<file path="src/dskf_pkg.sv">
// ----------------------------------------------------------------------------
// dskf_pkg
// Shared types, constants and byte helpers for the sort-key filter.
// ----------------------------------------------------------------------------
`default_nettype none

package dskf_pkg;

  typedef enum logic [1:0] {
    MODE_SINGLE = 2'd0,
    MODE_GBK    = 2'd1,
    MODE_BIG5   = 2'd2,
    MODE_UTF16  = 2'd3
  } mode_t;

  localparam logic [1:0] REG_MODE  = 2'd0;
  localparam logic [1:0] REG_FOLD  = 2'd1;
  localparam logic [1:0] REG_ALNUM = 2'd2;

  localparam logic [15:0] GBK_PAIR_LO  = 16'h8140;
  localparam logic [15:0] GBK_PAIR_HI  = 16'hfefe;
  localparam logic [7:0]  GBK_LEAD_LO  = 8'h81;
  localparam logic [7:0]  GBK_LEAD_HI  = 8'hfe;
  localparam logic [7:0]  BYTE_FF      = 8'hff;
  localparam logic [7:0]  BIG5_LEAD_LO = 8'ha1;
  localparam logic [7:0]  BIG5_LEAD_HI = 8'hf9;
  localparam logic [7:0]  BIG5_TR1_LO  = 8'h40;
  localparam logic [7:0]  BIG5_TR1_HI  = 8'h7e;
  localparam logic [7:0]  BIG5_TR2_LO  = 8'ha1;
  localparam logic [7:0]  BIG5_TR2_HI  = 8'hfe;
  localparam logic [7:0]  ASCII_MAX    = 8'd127;
  localparam logic [7:0]  CASE_OFFSET  = 8'h20;

  typedef struct packed {
    logic [7:0] key_byte;
    logic       byte_valid;
    logic       end_of_key;
    logic       odd_length_error;
  } result_t;

  typedef struct packed {
    logic       keep;
    logic [7:0] value;
  } single_t;

  function automatic logic is_upper(input logic [7:0] c);
    return (c >= 8'h41) && (c <= 8'h5a);
  endfunction

  function automatic single_t keep_single(input logic [7:0] c, input logic fold,
                                          input logic alnum);
    single_t r;
    logic    an;
    an = is_upper(c) || ((c >= 8'h61) && (c <= 8'h7a)) ||
         ((c >= 8'h30) && (c <= 8'h39));
    r.value = c;
    r.keep  = 1'b1;
    if (fold && is_upper(c)) begin
      r.value = c + CASE_OFFSET;
    end else if (alnum && !an && (c <= ASCII_MAX)) begin
      r.keep = 1'b0;
    end
    return r;
  endfunction

  function automatic logic pair_ok(input mode_t m, input logic [7:0] lead,
                                   input logic [7:0] trail);
    logic [15:0] v;
    logic        ok;
    v  = {lead, trail};
    ok = 1'b0;
    unique case (m)
      MODE_GBK:  ok = (v > GBK_PAIR_LO) && (v < GBK_PAIR_HI) && (trail != BYTE_FF);
      MODE_BIG5: ok = (lead >= BIG5_LEAD_LO) && (lead <= BIG5_LEAD_HI) &&
                      (((trail >= BIG5_TR1_LO) && (trail <= BIG5_TR1_HI)) ||
                       ((trail >= BIG5_TR2_LO) && (trail <= BIG5_TR2_HI)));
      default:   ok = 1'b0;
    endcase
    return ok;
  endfunction

  function automatic logic lead_ok(input mode_t m, input logic [7:0] b);
    logic ok;
    ok = 1'b0;
    unique case (m)
      MODE_GBK:  ok = (b >= GBK_LEAD_LO) && (b <= GBK_LEAD_HI);
      MODE_BIG5: ok = (b >= BIG5_LEAD_LO) && (b <= BIG5_LEAD_HI);
      default:   ok = 1'b0;
    endcase
    return ok;
  endfunction

endpackage

`default_nettype wire

</file>
<file path="src/dictionary_sort_key_filter.sv">
// ----------------------------------------------------------------------------
// dictionary_sort_key_filter
// Turns the raw bytes of a dictionary key into the bytes of its sort key.
// ----------------------------------------------------------------------------
//  channel | signals                                        | dir
//  --------+------------------------------------------------+-----
//  in      | in_valid in_ready in_byte last_byte            | in
//  out     | out_valid out_ready key_byte byte_valid        | out
//          | end_of_key odd_length_error                    |
//  cfg     | cfg_write cfg_index cfg_data                   | in
//
//  One input byte per cycle while in_ready is high; each request yields zero
//  to two results, which enter a four-entry result queue and leave one per
//  cycle while out_ready is high. in_ready is high while the queue has at
//  least two free entries, so input stalls whenever results build up.
//  Reset clears the held byte, the queue and the registers to their
//  defaults. A stalled output fills the queue and then holds off input.
// ----------------------------------------------------------------------------
`default_nettype none

module dictionary_sort_key_filter
  import dskf_pkg::*;
(
  input  wire logic       clk,
  input  wire logic       rst,
  input  wire logic       in_valid,
  output logic            in_ready,
  input  wire logic [7:0] in_byte,
  input  wire logic       last_byte,
  output logic            out_valid,
  input  wire logic       out_ready,
  output logic [7:0]      key_byte,
  output logic            byte_valid,
  output logic            end_of_key,
  output logic            odd_length_error,
  input  wire logic       cfg_write,
  input  wire logic [1:0] cfg_index,
  input  wire logic [1:0] cfg_data
);

  mode_t      encoding_mode;
  logic       lower_en;
  logic       alnum_only;

  logic [7:0] held_byte;
  logic       held_valid;

  result_t    q [4];
  logic [1:0] rd_ptr;
  logic [1:0] wr_ptr;
  logic [2:0] count;

  logic       accept;
  logic       pop;
  result_t    e0;
  result_t    e1;
  logic [1:0] n;
  logic       hold_new;
  logic       held_valid_next;
  logic       err;
  logic       consumed;
  single_t    s_held;
  single_t    s_in;

  assign accept    = in_valid && in_ready;
  assign pop       = out_valid && out_ready;
  assign in_ready  = (count <= 3'd2);
  assign out_valid = (count != 3'd0);

  assign key_byte         = q[rd_ptr].key_byte;
  assign byte_valid       = q[rd_ptr].byte_valid;
  assign end_of_key       = q[rd_ptr].end_of_key;
  assign odd_length_error = q[rd_ptr].odd_length_error;

  assign s_held = keep_single(held_byte, lower_en, alnum_only);
  assign s_in   = keep_single(in_byte, lower_en, alnum_only);

  always_comb begin
    e0              = '0;
    e1              = '0;
    n               = 2'd0;
    hold_new        = 1'b0;
    held_valid_next = held_valid;
    err             = 1'b0;
    consumed        = 1'b0;
    if (encoding_mode == MODE_UTF16) begin
      if (held_valid) begin
        held_valid_next = 1'b0;
        if (in_byte == 8'd0) begin
          // unit fits in one byte: fold and filter it
          if (s_held.keep) begin
            e0 = '{key_byte: s_held.value, byte_valid: 1'b1, default: 1'b0};
            e1 = '{key_byte: 8'd0, byte_valid: 1'b1, default: 1'b0};
            n  = 2'd2;
          end
        end else begin
          e0 = '{key_byte: held_byte, byte_valid: 1'b1, default: 1'b0};
          e1 = '{key_byte: in_byte, byte_valid: 1'b1, default: 1'b0};
          n  = 2'd2;
        end
      end else if (!last_byte) begin
        hold_new        = 1'b1;
        held_valid_next = 1'b1;
      end else begin
        err = 1'b1;
      end
    end else begin
      if (held_valid) begin
        held_valid_next = 1'b0;
        if (pair_ok(encoding_mode, held_byte, in_byte)) begin
          e0       = '{key_byte: held_byte, byte_valid: 1'b1, default: 1'b0};
          e1       = '{key_byte: in_byte, byte_valid: 1'b1, default: 1'b0};
          n        = 2'd2;
          consumed = 1'b1;
        end else if (s_held.keep) begin
          e0 = '{key_byte: s_held.value, byte_valid: 1'b1, default: 1'b0};
          n  = 2'd1;
        end
      end
      if (!consumed) begin
        if (!last_byte && lead_ok(encoding_mode, in_byte)) begin
          hold_new        = 1'b1;
          held_valid_next = 1'b1;
        end else if (s_in.keep) begin
          if (n == 2'd0) begin
            e0 = '{key_byte: s_in.value, byte_valid: 1'b1, default: 1'b0};
          end else begin
            e1 = '{key_byte: s_in.value, byte_valid: 1'b1, default: 1'b0};
          end
          n = n + 2'd1;
        end
      end
    end
    if (last_byte) begin
      held_valid_next = 1'b0;
      hold_new        = 1'b0;
      // mark the final result, or give a bare end marker
      priority case (n)
        2'd0: begin
          e0 = '{end_of_key: 1'b1, odd_length_error: err, default: '0};
          n  = 2'd1;
        end
        2'd1: begin
          e0.end_of_key       = 1'b1;
          e0.odd_length_error = err;
        end
        default: begin
          e1.end_of_key       = 1'b1;
          e1.odd_length_error = err;
        end
      endcase
    end
  end

  always_ff @(posedge clk) begin
    if (rst) begin
      encoding_mode <= MODE_SINGLE;
      lower_en      <= 1'b1;
      alnum_only    <= 1'b0;
      held_valid    <= 1'b0;
      held_byte     <= 8'd0;
      rd_ptr        <= 2'd0;
      wr_ptr        <= 2'd0;
      count         <= 3'd0;
    end else begin
      if (cfg_write) begin
        unique case (cfg_index)
          REG_MODE:  encoding_mode <= mode_t'(cfg_data);
          REG_FOLD:  lower_en      <= cfg_data[0];
          REG_ALNUM: alnum_only    <= cfg_data[0];
          default:   ;
        endcase
      end
      if (accept) begin
        held_valid <= held_valid_next;
        if (hold_new) begin
          held_byte <= in_byte;
        end
        wr_ptr <= wr_ptr + n;
      end
      if (pop) begin
        rd_ptr <= rd_ptr + 2'd1;
      end
      count <= count + (accept ? 3'(n) : 3'd0) - (pop ? 3'd1 : 3'd0);
    end
  end

  // queue payload, no reset needed
  always_ff @(posedge clk) begin
    if (accept) begin
      if (n != 2'd0) begin
        q[wr_ptr] <= e0;
      end
      if (n == 2'd2) begin
        q[wr_ptr + 2'd1] <= e1;
      end
    end
  end

  a_count_bound : assert property (@(posedge clk) disable iff (rst)
    count <= 3'd4)
    else $error("result queue overflow");

  a_last_gives_result : assert property (@(posedge clk) disable iff (rst)
    accept && last_byte |=> out_valid)
    else $error("end of key produced no result");

  a_last_clears_hold : assert property (@(posedge clk) disable iff (rst)
    accept && last_byte |=> !held_valid)
    else $error("byte still held after end of key");

  a_end_has_error_only_at_end : assert property (@(posedge clk) disable iff (rst)
    out_valid && odd_length_error |-> end_of_key && !byte_valid)
    else $error("odd length flag outside bare end marker");

endmodule

`default_nettype wire
</file>
<file path="config.mk">
export PLATFORM = sky130hd
export DESIGN_NAME = dictionary_sort_key_filter
export DESIGN_NICKNAME = d
export VERILOG_FILES = /design/src/dskf_pkg.sv /design/src/dictionary_sort_key_filter.sv
export SDC_FILE = /design/constraint.sdc
export NUM_CORES = 1
export LEC_CHECK = 0
export ABC_CLOCK_PERIOD_IN_PS = 10100
export BUFFER_PORTS_ARGS = -buffer_cell sky130_fd_sc_hd__buf_2
export CAP_MARGIN = 10
export CORE_UTILIZATION = 46
export CTS_CLUSTER_SIZE = 14
export DETAILED_ROUTE_END_ITERATION = 8
export GPL_TIMING_DRIVEN = 0
export PLACE_DENSITY = 0.72
export SLEW_MARGIN = 20
export SYNTH_ARGS = -nofsm -noshare
export SYNTH_HDL_FRONTEND = slang
export SYNTH_SLANG_ARGS = --single-unit
</file>
<file path="constraint.sdc">
create_clock -name clk -period 10.1 [get_ports clk]
set_input_delay 2.02 -clock clk [delete_from_list [all_inputs] [get_ports clk]]
set_output_delay 2.02 -clock clk [all_outputs]
set_load 0.02 [all_outputs]
</file>
# --- After elaboration in Yosys (flattened, before gate mapping) ---
# Memory sizes are Yosys's and may differ from the RTL's. A register that Yosys moved wholly into a read port is not among the register bits.
# Cells that the tools add are included.
word_totals:
  mem_count: 1
  elab_cells: 161
  register_bits: 20
  out_inout_bits: 13
  ram_bits: 44
memory_table:
  columns: ["memory", "words", "word_bits", "read_ports", "rd_ports_with_merged_regs", "wr", "line_no", "source"]
  rows:
  - ["q", 4, 11, 1, 1, 2, "dictionary_sort_key_filter.sv:48", "result_t q [4];"]
classes:
  n_mux: 69
  addsub: 8
  reduce_logical: 42
  n_eq_ne: 8
  n_lt_le_gt_ge: 25
op_table:
  columns: ["operator", "n"]
  rows:
  - ["2-to-1 mux 11 bit", 20]
  - ["<= comparator 8 x 7 -> 1 bit (second input constant)", 7]
  - ["greater-or-equal comparator 8 x 7 -> 1 bit (second input constant)", 5]
  - ["2-to-1 mux 2 bit", 18]
  - ["2-to-1 mux 1 bit", 25]
  - ["greater-or-equal comparator 8 bit (second input constant)", 3]
  - ["<= comparator 8 bit (second input constant)", 3]
  - ["logical AND 1 bit", 23]
  - ["adder 8 x 6 -> 8 bit (second input constant)", 2]
  - ["greater-or-equal comparator 8 x 6 -> 1 bit (second input constant)", 2]
  - ["greater-than comparator 16 bit (second input constant)", 1]
  - ["<= comparator 8 x 6 -> 1 bit (second input constant)", 2]
  - ["< comparator 16 bit (second input constant)", 1]
  - ["2-to-1 mux 8 bit", 2]
  - ["2-to-1 mux 9 bit", 1]
  - ["== test 2 bit (second input constant)", 4]
  - ["logical NOT 8 bit", 1]
  - ["!= test 8 bit (second input constant)", 1]
  - ["AND reduction 2 bit", 4]
  - ["adder 2 x 1 -> 2 bit (second input constant)", 3]
  - ["== test 2 x 1 -> 1 bit (second input constant)", 3]
  - ["logical NOT 2 bit", 3]
  - ["logical OR 1 bit", 5]
  - ["case mux 1 bit (2 select lines)", 2]
  - ["9 further kinds", 11]

# --- Longest topological paths before layout ---
# Gate-level depths: netlist of run 1.
logic_depth:
  depth_word: 25
  depth_mapped: 24
  ltp_nobuf: 23

# --- Least setup slack after synthesis of run 1 ---
# Ideal clock, no wire load.
synth_timing:
  path_type: "input to register"
  from: "input in_byte[2]"
  to: "register count[2]"
  t_required_ns: 9.973
  arrival_ns: 6.041
  setup_slack_ns: 3.932
  path_stages: 24
  setup_time_ns: 0.127
  cell_sequence: "buf_2 or4_4 buf_6 o311ai_1 nand3_1 a32oi_2 nor2_1 inv_1 ha_1 nor2b_1 o221ai_2 o311ai_4 or2_0 buf_2 nand2b_1 nand3_1 ha_1 inv_1 ha_1 inv_1 fa_1 xnor2_1 xnor2_1 nor2_1"
synth_between:
  elab_chain_cells: 21
synth_lines:
  columns: ["element", "line_no", "source"]
  rows:
  - ["from (decl)", "dictionary_sort_key_filter.sv:28", "input wire logic [7:0] in_byte,"]
  - ["parallel branches: the longest is 14 deep, another holds greater-than comparator 16 bit", null, null]
  - ["2-to-1 mux 2 bit *", "dictionary_sort_key_filter.sv:86", "if (encoding_mode == MODE_UTF16) begin"]
  - ["logical NOT 2 bit", "dictionary_sort_key_filter.sv:138", "priority case (n)"]
  - ["2-to-1 mux 2 bit", "dictionary_sort_key_filter.sv:138", null]
  - ["2-to-1 mux 2 bit *", "dictionary_sort_key_filter.sv:134", "if (last_byte) begin"]
  - ["2-to-1 mux 2 bit *", "dictionary_sort_key_filter.sv:184", "count <= count + (accept ? 3'(n) : 3'd0) - (pop ? 3'd1 : 3'd0);"]
  - ["adder 3 x 2 -> 3 bit *", "dictionary_sort_key_filter.sv:184", null]
  - ["subtractor 3 x 1 -> 3 bit *", "dictionary_sort_key_filter.sv:184", null]
  - ["to (signal assigned)", "dictionary_sort_key_filter.sv:184", null]
  - ["to (decl)", "dictionary_sort_key_filter.sv:51", "logic [2:0] count;"]
# Every way passes the cells marked *. The select of a mux whose other input is x is not followed.
# A chain may end at the register's enable or synchronous reset.

# --- Final worst setup path of run 1 ---
layout_timing:
  from: "input in_byte[7]"
  to: "register count[2]"
# Same word-level chain as after synthesis.

==> run metrics, run 1 <==
maximum clock rate=0.154 GHz; final count of hold timing violations=0; GR peak layer=met2; final number of setup-violating endpoints=0; full die area=9830 µm²; setup repair after global routing missed its margin=no; cell at the root of the clock tree=sky130_fd_sc_hd__clkbuf_8; via count of the routed design=3312; portion of the post-synthesis area used by sequential elements=approximately two fifths; All-Layer GR Usage=21.7%; clock sink count=66; max-cap violation count=0; actual transition at the worst max-transition pin=0.898 ns; peak fanout along the critical path=10; HPWL Detailed=7360 µm; setup slack of the most critical reg-to-reg path=5.33 ns; CTS tree=yes; number of cells in the design after placement=536; Worst path slowest cell=sky130_fd_sc_hd__clkbuf_1; Mapped Avg Cell Area=11.0 µm²; latest clock arrival within the worst-skew pair=0.34 ns; post-layout worst setup margin=approximately 3.6 ns; maximum clock insertion buffer count=2; Max Transition Viols Final=0; Critical Path, Cell by Cell=buf_2 -> clkbuf_1 -> nand4_1 -> a311oi_1 -> o22ai_1 -> a32oi_2 -> nor2_1 -> inv_1 -> ha_1 -> nor2b_1 -> o221ai_2 -> o311ai_4 -> or2_0 -> buf_2 -> nand2b_1 -> nand3_1 -> ha_1 -> inv_1 -> ha_1 -> inv_1 -> fa_1 -> xnor2_1 -> xnor2_1 -> nor2_1; data required time at the worst endpoint=between 10 and 15 ns; path class of the lowest-slack min-delay path=reg2reg; critical path class=in2reg; worst hold margin=0.545 ns; DRC violations left=0; Synth cell types=82; global routing usage on met2=37.1%; number of iterations in the first detailed-routing pass=6; met1 Track Usage GR=27.1%; via count of the first global-routing pass=3219; number of ports placed on the die boundary=31; count of yosys warnings during synthesis=0; final WL=10200 µm; period utilisation layout=64.1%; Pleak=about 1.9 nW; Iter 0 DRT Violations=208; Cells on Worst Hold Path=2; async set or reset register ratio after synthesis=0%; PostCTS Resize Cnt=0; vias per std cell=6.00; Setup TNS Final=0 ns; pin count of the biggest net entering global routing=13; Die Wd=99.2 µm; number of core rows=35; FF-to-FF End=count[2]$_SDFF_PP0_; layout cells sized above 1=23.4%; final weighted congestion in routability-driven placement=0.948; TritonCTS Buffers=9; number of cells on the worst reg-to-reg path=21; wire length of the first global-routing pass=~16000 µm; Post-CTS Hold Buffers=0; number of input and output port buffers inserted=28; height of the die=99.2 µm; EDFF count, synth=44; hold worst-path end=rd_ptr[0]$_SDFFE_PP0P_; gate count of the mapped netlist=just under 400; crit start category=primary input; Crit. End Element=flop; buffer count from post-CTS setup fixing=0; area of the multi-input gates=2380 µm²; antenna violations before repair=0; Fin Clk Skew=~0.0096 ns; mapped cell area=4340 µm²; Primary FF master, synth=sky130_fd_sc_hd__edfxtp_1; starting density of the core=47.2%; post-CTS clock slew at the launch and capture registers of the worst setup and hold paths=~0.07 ns; Register Area=1760 µm²; average wire per standard cell=18.4 µm; gr ovfl total=0; worst slew margin relative to its limit=about two fifths; number of cells in the finished layout apart from fillers=about 550; post-layout min period=6.48 ns; H-tree depth=3; met3 track demand over resource in global routing=around 5%; beginning of the worst register-to-register path=held_byte[0]$_SDFFE_PP0P_; Filler Cell Count=828; final-stage net count=between 400 and 500; status=finished clean; Max stage delay on crit path=~0.46 ns; CP arrival=6.69 ns; antenna fix cells=0; worst slack at placement=3.41 ns; layout-stage area growth over the synthesis result=11.4%; power density cells=158 nW/µm²; worst hold start=rd_ptr[0]$_SDFFE_PP0P_; antenna viol nets, final=0; peak ir drop on the vdd network=0.0000588 V; number of nets produced by synthesis=428; floorplan core area=approximately 9200 µm²; #FFs+latches synth=66
==> worst max-delay path by stage <==
stage,start,endpoint,slack (ns),cells after the start
floorplan,in_byte[2],count[2]$_SDFF_PP0_,3.93,24
global placement,in_byte[0],count[2]$_SDFF_PP0_,3.42,24
detailed placement,in_byte[7],count[2]$_SDFF_PP0_,3.41,24
CTS,in_byte[7],count[2]$_SDFF_PP0_,3.73,24
global route,in_byte[7],count[2]$_SDFF_PP0_,3.42,24
finish,in_byte[7],count[2]$_SDFF_PP0_,3.62,24
==> state kept, by name, indices dropped and copies added, names as in the netlist, named ones only <==
register / cells
lower_en: 1
q: 44
count: 3
held_valid: 1
encoding_mode: 2
rd_ptr: 2
wr_ptr: 2
held_byte: 8
alnum_only: 1
==> kinds of logic (layout without fill, tap and decap cells) <==
logic type                 Yosys count  after routing  share of synthesized area (%)
AOI/OAI and AO/OA                   83             83                           15.8
xor gates and xnor gates             6              6                           1.21
adders and majority gates           15             15                           4.49
buffers and inverters               41             87                           4.55
DFF                                 66             66                           40.6
muxes                               58             58                           17.1
and+or+nand+nor                    126            126                           16.2
==> metal layers <==
metal  up-vias  wire, µm
li1       1590         -
met1      1593      4470
met2       105      5010
met3        24       531
met4         0       168
met5         -         0
==> power breakdown <==
group	leakage [nW]	internal, W	total, W	switching, W
Sequential	0.578	0.000318	0.000330	0.0000127
Combinational	1.25	0.0000903	0.000207	0.000117
Clock	0.0953	0.000120	0.000226	0.000106
==> cell type report <==
type                            count  share of cell area, %
Buffer                             25                   2.85
Sequential cell                    66                   36.4
Inverter                           16                   1.24
Multi-Input combinational cell    288                   49.3
Clock inverter                      5                   1.14
Clock buffer                       11                   2.92
Tap cell                          111                   2.87
Timing Repair Buffer               30                   3.29
==> metrics by stage <==
step	util [%]	cell area, µm²	total power, W
after global routing	52.6	4840	0.000802
after detailed placement	50.5	4640	0.000546
after CTS	52.6	4840	0.000770
after global placement	50.3	4620	0.000537
final	52.6	4840	0.000764
after floorplan	-	4340	0.000488
==> cell usage after synthesis (3+ instances only) <==
cell type	count	share of area (%)
sky130_fd_sc_hd__mux4_2	11	5.7
sky130_fd_sc_hd__a21oi_1	17	2.0
sky130_fd_sc_hd__ha_1	14	4.0
sky130_fd_sc_hd__o2bb2ai_1	5	1.0
sky130_fd_sc_hd__nand2b_1	3	0.43
sky130_fd_sc_hd__inv_1	15	1.3
sky130_fd_sc_hd__a211oi_1	3	0.52
sky130_fd_sc_hd__and3_1	3	0.43
sky130_fd_sc_hd__nor2b_1	7	1.0
sky130_fd_sc_hd__edfxtp_1	44	30
sky130_fd_sc_hd__buf_2	5	0.58
sky130_fd_sc_hd__nor2_1	36	3.1
sky130_fd_sc_hd__nand3b_1	8	1.4
sky130_fd_sc_hd__buf_6	4	1.0
sky130_fd_sc_hd__and2_1	6	0.86
sky130_fd_sc_hd__a31oi_1	3	0.43
sky130_fd_sc_hd__o31ai_1	4	0.69
sky130_fd_sc_hd__o21ai_0	7	0.81
sky130_fd_sc_hd__or2_2	4	0.58
sky130_fd_sc_hd__clkbuf_1	13	1.1
sky130_fd_sc_hd__mux2i_1	39	9.0
sky130_fd_sc_hd__mux2_4	4	1.4
sky130_fd_sc_hd__dfxtp_1	22	10
sky130_fd_sc_hd__nand3_1	9	1.0
sky130_fd_sc_hd__o22ai_1	5	0.72
sky130_fd_sc_hd__mux2_2	4	1.0
sky130_fd_sc_hd__xnor2_1	5	1.0
sky130_fd_sc_hd__nand2_1	25	2.2
sky130_fd_sc_hd__nor3_1	4	0.46
==> worst max-delay path: cells and delay by family <==
family	cells	cell delay, ns
adder cells (fa/ha/maj)	4	1.03
AO/OA/AOI/OAI	5	1.30
XOR/XNOR	2	0.32
buffers and inverters	6	0.95
AND/OR/NAND/NOR	7	1.08
==> placed cells by master, fill, tap and decap left out, drive strengths merged, types with 3 or more instances in the layout <==
master   count
dfxtp       22
nand2       26
mux2         8
ha          14
and3         3
a211oi       3
and2         6
or2          5
mux4        11
o311ai       4
inv         15
nor3         5
o2bb2ai      5
nor4b        3
nand3b       8
buf         42
nor2b        7
o22ai        6
edfxtp      44
o32a         3
clkbuf      24
xnor2        5
nand3       11
mux2i       39
nor2        36
a31oi        3
o31ai        4
nand2b       3
nor4         3
o21ai        7
a21oi       18
clkinv       3
Power figures use the tool's default switching activity.
==> run 2: changes to the inputs <==
Settings changed: ABC_CLOCK_PERIOD_IN_PS 10100 to 5600, PLACE_DENSITY 0.72 to 0.74.
Clock period 10.1 ns to 5.6 ns, I/O delays scaled along.
==> run metrics, run 2 (synthesized netlist as in run 1, its figures left out) <==
average wire per standard cell=18.4 µm (about the same); Filler Cell Count=820 (was 828); latest clock arrival within the worst-skew pair=0.35 ns (was 0.34 ns); commonest non-fill, non-tap cell in the layout=sky130_fd_sc_hd__edfxtp_1 (unchanged); path class of the lowest-slack min-delay path=reg2reg (unchanged); final core utilization=52.8% (was 52.6%); Iter 0 DRT Violations=212 (was 208); relative contribution of sequential cells to total power=43.5% (was 43.3%); All-Layer GR Usage=21.7% (about the same); antenna viol nets, final=0 (unchanged); cell at the root of the clock tree=sky130_fd_sc_hd__clkbuf_8 (unchanged); final weighted congestion in routability-driven placement=0.883 (was 0.948); peak fanout along the critical path=10 (unchanged); most frequent cells in the layout=sky130_fd_sc_hd__edfxtp_1 (44), sky130_fd_sc_hd__mux2i_1 (39), sky130_fd_sc_hd__nor2_1 (36) (unchanged); height of the die=99.2 µm (unchanged); floorplan core area=9200 µm² (unchanged); number of ports placed on the die boundary=31 (unchanged); status=finished clean (unchanged); Cells on Worst Hold Path=2 (unchanged); layout-stage area growth over the synthesis result=11.8% (was 11.4%); gr ovfl total=0 (unchanged); Crit. End Element=flop (unchanged); register containing the most flip-flops in the final layout=q (unchanged); combinational group share of total power=27.0% (was 27.1%); starting density of the core=47.2% (unchanged); Largest register FFs=44 (unchanged); beginning of the worst register-to-register path=held_byte[6]$_SDFFE_PP0P_ (was held_byte[0]$_SDFFE_PP0P_); TritonCTS Buffers=9 (unchanged); number of cells on the worst reg-to-reg path=24 (was 21); Pleak=1.92 nW (about the same); area of placed instances=4630 µm² (was 4640 µm²); H-tree depth=3 (unchanged); antenna fix cells=0 (unchanged); vias per std cell=5.95 (was 6.00); wire length of the first global-routing pass=16300 µm (about the same); post-layout instance area=4850 µm² (was 4840 µm²); layout cells sized above 1=24.3% (was 23.4%); Die Wd=99.2 µm (unchanged); actual transition at the worst max-transition pin=0.874 ns (was 0.898 ns); clock sink count=66 (unchanged); via count of the routed design=3287 (was 3312); worst hold start=count[2]$_SDFF_PP0_ (was rd_ptr[0]$_SDFFE_PP0P_); period utilisation layout=95.7%; net switching power=0.000435 W (was 0.000236 W); leading registers by flop count=q (44), held_byte (8), count (3) (unchanged); pin count of the biggest net entering global routing=13 (unchanged); data required time at the worst endpoint=5.82 ns (was 10.32 ns); Setup TNS Final=0 ns (unchanged); post-CTS clock slew at the launch and capture registers of the worst setup and hold paths=0.07 ns (about the same); post-layout min period=5.36 ns; final WL=10200 µm (about the same); Sw Ratio=31.7% (was 30.9%); final count of hold timing violations=0 (unchanged); relative contribution of the clock network to total power=29.4% (was 29.6%); Max Transition Viols Final=0 (unchanged); CP arrival=5.58 ns (was 6.69 ns); final number of setup-violating endpoints=0 (unchanged); maximum clock insertion buffer count=2 (unchanged); peak ir drop on the vdd network=0.000136 V (was 0.0000588 V); max-cap violation count=0 (unchanged); launching instance or port of the critical path=in_byte[0] (was in_byte[7]); antenna violations before repair=0 (unchanged); full die area=9830 µm² (unchanged); DRC violations left=0 (unchanged); number of input and output port buffers inserted=28 (unchanged); number of core rows=35 (unchanged); number of iterations in the first detailed-routing pass=5 (was 6); total internal power=0.000938 W (was 0.000528 W); via count of the first global-routing pass=3173 (was 3219); CTS tree=yes (unchanged); HPWL Detailed=7400 µm (was 7360 µm); maximum clock rate=0.187 GHz; Post-CTS Hold Buffers=0 (unchanged); worst slew margin relative to its limit=41.7% (was 40.1%); Fin Clk Skew=0.00808 ns (was 0.00957 ns); crit start category=primary input (unchanged); power density cells=283 nW/µm² (was 158 nW/µm²); critical path class=in2reg (unchanged); final-stage net count=469 (unchanged)
-- run 2: cell types whose count changed in the layout (fill, tap and decap cells not counted) --
| cell | before | now |
|---|---|---|
| sky130_fd_sc_hd__clkbuf_1 | 14 | 11 |
| sky130_fd_sc_hd__buf_4 | 3 | 5 |
| sky130_fd_sc_hd__o21ai_1 | 2 | 0 |
| sky130_fd_sc_hd__o21ai_2 | 0 | 2 |
| sky130_fd_sc_hd__a32oi_2 | 1 | 0 |
| sky130_fd_sc_hd__a32oi_4 | 0 | 1 |
| sky130_fd_sc_hd__buf_6 | 5 | 4 |
| sky130_fd_sc_hd__clkbuf_2 | 0 | 1 |
| sky130_fd_sc_hd__clkbuf_8 | 10 | 9 |
| sky130_fd_sc_hd__clkinv_1 | 1 | 2 |
| sky130_fd_sc_hd__clkinv_2 | 2 | 1 |
| sky130_fd_sc_hd__clkinv_4 | 0 | 1 |
| sky130_fd_sc_hd__clkinvlp_4 | 2 | 3 |
-- run 2: critical path, stage by stage --
cell and delay [ns]:
sky130_fd_sc_hd__buf_2 0.16, sky130_fd_sc_hd__or4_4 0.54, sky130_fd_sc_hd__buf_6 0.15, sky130_fd_sc_hd__o311ai_1 0.24, sky130_fd_sc_hd__nand3_1 0.19, sky130_fd_sc_hd__a32oi_4 0.30
sky130_fd_sc_hd__buf_4 0.17, sky130_fd_sc_hd__nand2_1 0.05, sky130_fd_sc_hd__ha_1 0.27, sky130_fd_sc_hd__nor2b_1 0.14, sky130_fd_sc_hd__o221ai_2 0.10, sky130_fd_sc_hd__o311ai_4 0.22
sky130_fd_sc_hd__or2_0 0.24, sky130_fd_sc_hd__buf_2 0.18, sky130_fd_sc_hd__nand2b_1 0.14, sky130_fd_sc_hd__nand3_1 0.10, sky130_fd_sc_hd__ha_1 0.29, sky130_fd_sc_hd__inv_1 0.06
sky130_fd_sc_hd__ha_1 0.13, sky130_fd_sc_hd__inv_1 0.05, sky130_fd_sc_hd__fa_1 0.38, sky130_fd_sc_hd__xnor2_1 0.19, sky130_fd_sc_hd__xnor2_1 0.14, sky130_fd_sc_hd__nor2_1 0.05
-- run 2: cell type report --
| type | instances | area, µm² | area share (%) |
|---|---|---|---|
| plain buffers | 24 | 135 | 2.78 |
| clock inverters | 7 | 70.1 | 1.44 |
| inverters | 16 | 60.1 | 1.24 |
| repair buffers | 31 | 163 | 3.35 |
| multi-input cells | 288 | 2400 | 49.5 |
| clock buffers | 9 | 124 | 2.55 |
| flip-flops and latches | 66 | 1760 | 36.3 |
| well taps | 111 | 139 | 2.86 |
-- run 2: metrics by stage --
stage          hold slack (ns)  setup slack (ns)  total power [W]  std cells
5_1_grt                  0.581           -0.0257          0.00144        552
4_1_cts                  0.550            0.0782          0.00139        550
6_report                 0.544             0.244          0.00137        552
3_5_place_dp             0.528            -0.243         0.000985        534
3_3_place_gp             0.520            -0.186         0.000971        534
2_1_floorplan            0.478             0.332         0.000880        395
-- run 2: per-layer routing --
| metal | global-route usage, % | vias up | wire, µm |
|---|---|---|---|
| li1 | - | 1592 | - |
| met1 | 27.5 | 1573 | 4370 |
| met2 | 37.4 | 106 | 5150 |
| met3 | 3.51 | 16 | 454 |
| met4 | 8.03 | 0 | 190 |
| met5 | 0 | - | 0 |
-- run 2: what timing repair did --
action | CTS | global route
resized for setup | 0 | 3
setup endpoints to repair | 0 | 2
buffers inserted | 0 | 3
-- run 2: path summary, 6_finish.rpt --
path | endpoint | slack (ns)
setup / recovery | count[2]$_SDFF_PP0_ | 0.24
hold / removal | count[2]$_SDFF_PP0_ | 0.54
setup reg to reg | count[2]$_SDFF_PP0_ | 0.85
hold reg to reg | count[2]$_SDFF_PP0_ | 0.54
-- run 2: power by group through the flow --
stage	clock network, W	logic (W)	registers (W)
finish	0.000404	0.000371	0.000597
global route	0.000429	0.000406	0.000602
CTS	0.000411	0.000378	0.000597
detailed placement	0	0.000377	0.000608
global placement	0	0.000365	0.000606
floorplan	0	0.000279	0.000601
==> run 3: changes to the inputs <==
Settings changed: ABC_CLOCK_PERIOD_IN_PS 5600 to 5800, BUFFER_PORTS_ARGS -buffer_cell sky130_fd_sc_hd__buf_2 to -buffer_cell sky130_fd_sc_hd__buf_4, PLACE_DENSITY 0.74 to 0.72.
Clock period 5.6 ns to 5.8 ns, I/O delays scaled along.
==> run metrics, run 3 (synthesized netlist as in run 1, its figures left out) <==
full die area=9830 µm² (unchanged); number of input and output port buffers inserted=28 (unchanged); CTS tree=yes (unchanged); layout-stage area growth over the synthesis result=12.0% (was 11.8%); All-Layer GR Usage=21.2% (was 21.7%); antenna violations before repair=0 (unchanged); HPWL Detailed=7280 µm (was 7400 µm); final weighted congestion in routability-driven placement=0.952 (was 0.883); latest clock arrival within the worst-skew pair=0.34 ns (was 0.35 ns); floorplan core area=9200 µm² (unchanged); worst slew margin relative to its limit=42.3% (was 41.7%); wire length of the first global-routing pass=16000 µm (was 16300 µm); final-stage net count=468 (was 469); final core utilization=52.9% (was 52.8%); clock sink count=66 (unchanged); Max Transition Viols Final=0 (unchanged); number of cells in the design after placement=536 (was 534); Fin Clk Skew=0.0108 ns (was 0.00808 ns); Iter 0 DRT Violations=203 (was 212); crit start category=primary input (unchanged); max-cap violation count=0 (unchanged); antenna viol nets, final=0 (unchanged); peak ir drop on the vdd network=0.000114 V (was 0.000136 V); actual transition at the worst max-transition pin=0.866 ns (was 0.874 ns); power density cells=266 nW/µm² (was 283 nW/µm²); setup repair after global routing missed its margin=no; gr ovfl total=0 (unchanged); final number of setup-violating endpoints=0 (unchanged); period utilisation layout=between 90% and 100%; H-tree depth=3 (unchanged); final WL=9870 µm (was 10200 µm); register containing the most flip-flops in the final layout=q (unchanged); number of core rows=35 (unchanged); most frequent cells in the layout=sky130_fd_sc_hd__edfxtp_1 (44), sky130_fd_sc_hd__mux2i_1 (39), sky130_fd_sc_hd__nor2_1 (36) (unchanged); CP arrival=5.72 ns (was 5.58 ns); average wire per standard cell=17.9 µm (was 18.4 µm); Max stage delay on crit path=0.53 ns (was 0.54 ns); DRC violations left=0 (unchanged); Post-CTS Hold Buffers=0 (unchanged); pin count of the biggest net entering global routing=12 (was 13); layout cells sized above 1=23.5% (was 24.3%); via count of the routed design=3272 (was 3287); final count of hold timing violations=0 (unchanged); TritonCTS Buffers=9 (unchanged); path class of the lowest-slack min-delay path=reg2reg (unchanged); commonest non-fill, non-tap cell in the layout=sky130_fd_sc_hd__edfxtp_1 (unchanged); Die Wd=99.2 µm (unchanged); maximum clock insertion buffer count=2 (unchanged); status=finished clean (unchanged); critical path class=in2reg (unchanged); Worst path slowest cell=sky130_fd_sc_hd__or4_4 (unchanged); number of cells in the finished layout apart from fillers=550 (was 552); Crit. End Element=flop (unchanged); post-CTS clock slew at the launch and capture registers of the worst setup and hold paths=0.07 ns (about the same); data required time at the worst endpoint=6.02 ns (was 5.82 ns); height of the die=99.2 µm (unchanged); post-layout min period=5.50 ns; Largest register FFs=44 (unchanged); maximum clock rate=0.182 GHz; number of ports placed on the die boundary=31 (unchanged); number of iterations in the first detailed-routing pass=4 (was 5); Pleak=1.93 nW (was 1.92 nW); Filler Cell Count=817 (was 820); vias per std cell=5.95 (about the same); cell at the root of the clock tree=sky130_fd_sc_hd__clkbuf_8 (unchanged); Critical Path, Cell by Cell=buf_4 -> or4_4 -> buf_6 -> o311ai_1 -> nand3_1 -> a32oi_2 -> nor2_1 -> inv_1 -> ha_1 -> nor2b_1 -> o221ai_2 -> o311ai_4 -> or2_0 -> buf_2 -> nand2b_1 -> nand3_1 -> ha_1 -> inv_1 -> ha_1 -> inv_1 -> fa_1 -> xnor2_1 -> xnor2_1 -> nor2_1 (was buf_2 -> or4_4 -> buf_6 -> o311ai_1 -> nand3_1 -> a32oi_4 -> buf_4 -> nand2_1 -> ha_1 -> nor2b_1 -> o221ai_2 -> o311ai_4 -> or2_0 -> buf_2 -> nand2b_1 -> nand3_1 -> ha_1 -> inv_1 -> ha_1 -> inv_1 -> fa_1 -> xnor2_1 -> xnor2_1 -> nor2_1); buffer count from post-CTS setup fixing=0 (unchanged); peak fanout along the critical path=10 (unchanged); via count of the first global-routing pass=3062 (was 3173); worst hold margin=0.539 ns (was 0.544 ns); starting density of the core=47.2% (unchanged); leading registers by flop count=q (44), held_byte (8), count (3) (unchanged); Setup TNS Final=0 ns (unchanged); antenna fix cells=0 (unchanged)
## run 3: final timing paths
check,start,to,slack [ns],cells after the start
setup / recovery,in_byte[0],count[2]$_SDFF_PP0_,0.30,24
hold / removal,rd_ptr[0]$_SDFFE_PP0P_,rd_ptr[0]$_SDFFE_PP0P_,0.54,2
setup reg to reg,held_byte[0]$_SDFFE_PP0P_,count[2]$_SDFF_PP0_,1.08,21
hold reg to reg,rd_ptr[0]$_SDFFE_PP0P_,rd_ptr[0]$_SDFFE_PP0P_,0.54,2
## run 3: layout make-up
cell class / count / area (µm²) / area share, %
Sequential cell: 66 / 1760 / 36.2
Multi-Input combinational cell: 288 / 2380 / 49.0
Clock buffer: 9 / 124 / 2.55
Tap cell: 111 / 139 / 2.85
Buffer: 24 / 134 / 2.75
Inverter: 16 / 60.1 / 1.23
Timing Repair Buffer: 30 / 229 / 4.71
Clock inverter: 6 / 35.0 / 0.720
## run 3: per-layer routing
layer / global-route usage, % / part of all wire [%] / up-vias
met4: 6.67 / 0.74 / 0
met2: 36.3 / 50 / 107
met5: 0 / 0 / -
li1: - / - / 1587
met3: 3.09 / 4.5 / 9
met1: 27.7 / 44 / 1569
## run 3: repair_timing
action | CTS | global route
endpoints found under the hold margin | 0 | 0
endpoints found under the setup margin | 0 | 1
resized for setup | 0 | 0
## run 3: per-stage QoR
step                worst slack [ns]  power [W]  instance area, µm²
floorplan                      0.492   0.000849                4340
global placement             -0.0132   0.000965                4690
detailed placement           -0.0559   0.000978                4710
CTS                            0.277    0.00131                4870
global route                  0.0505    0.00136                4870
finish                         0.301    0.00129                4870
## run 3: power breakdown
part           switching, W  leakage (nW)  internal, W
Sequential        0.0000230         0.578     0.000553
Combinational      0.000203          1.27     0.000182
Clock              0.000182        0.0806     0.000149
## run 3: worst max-delay path, delay by kind of cell
family,cells,cell delay [ns]
and+or+nand+nor,8,1.52
adders and majority gates,4,1.02
AOI/OAI and AO/OA,4,0.99
buffers and inverters,6,0.71
xor gates and xnor gates,2,0.32
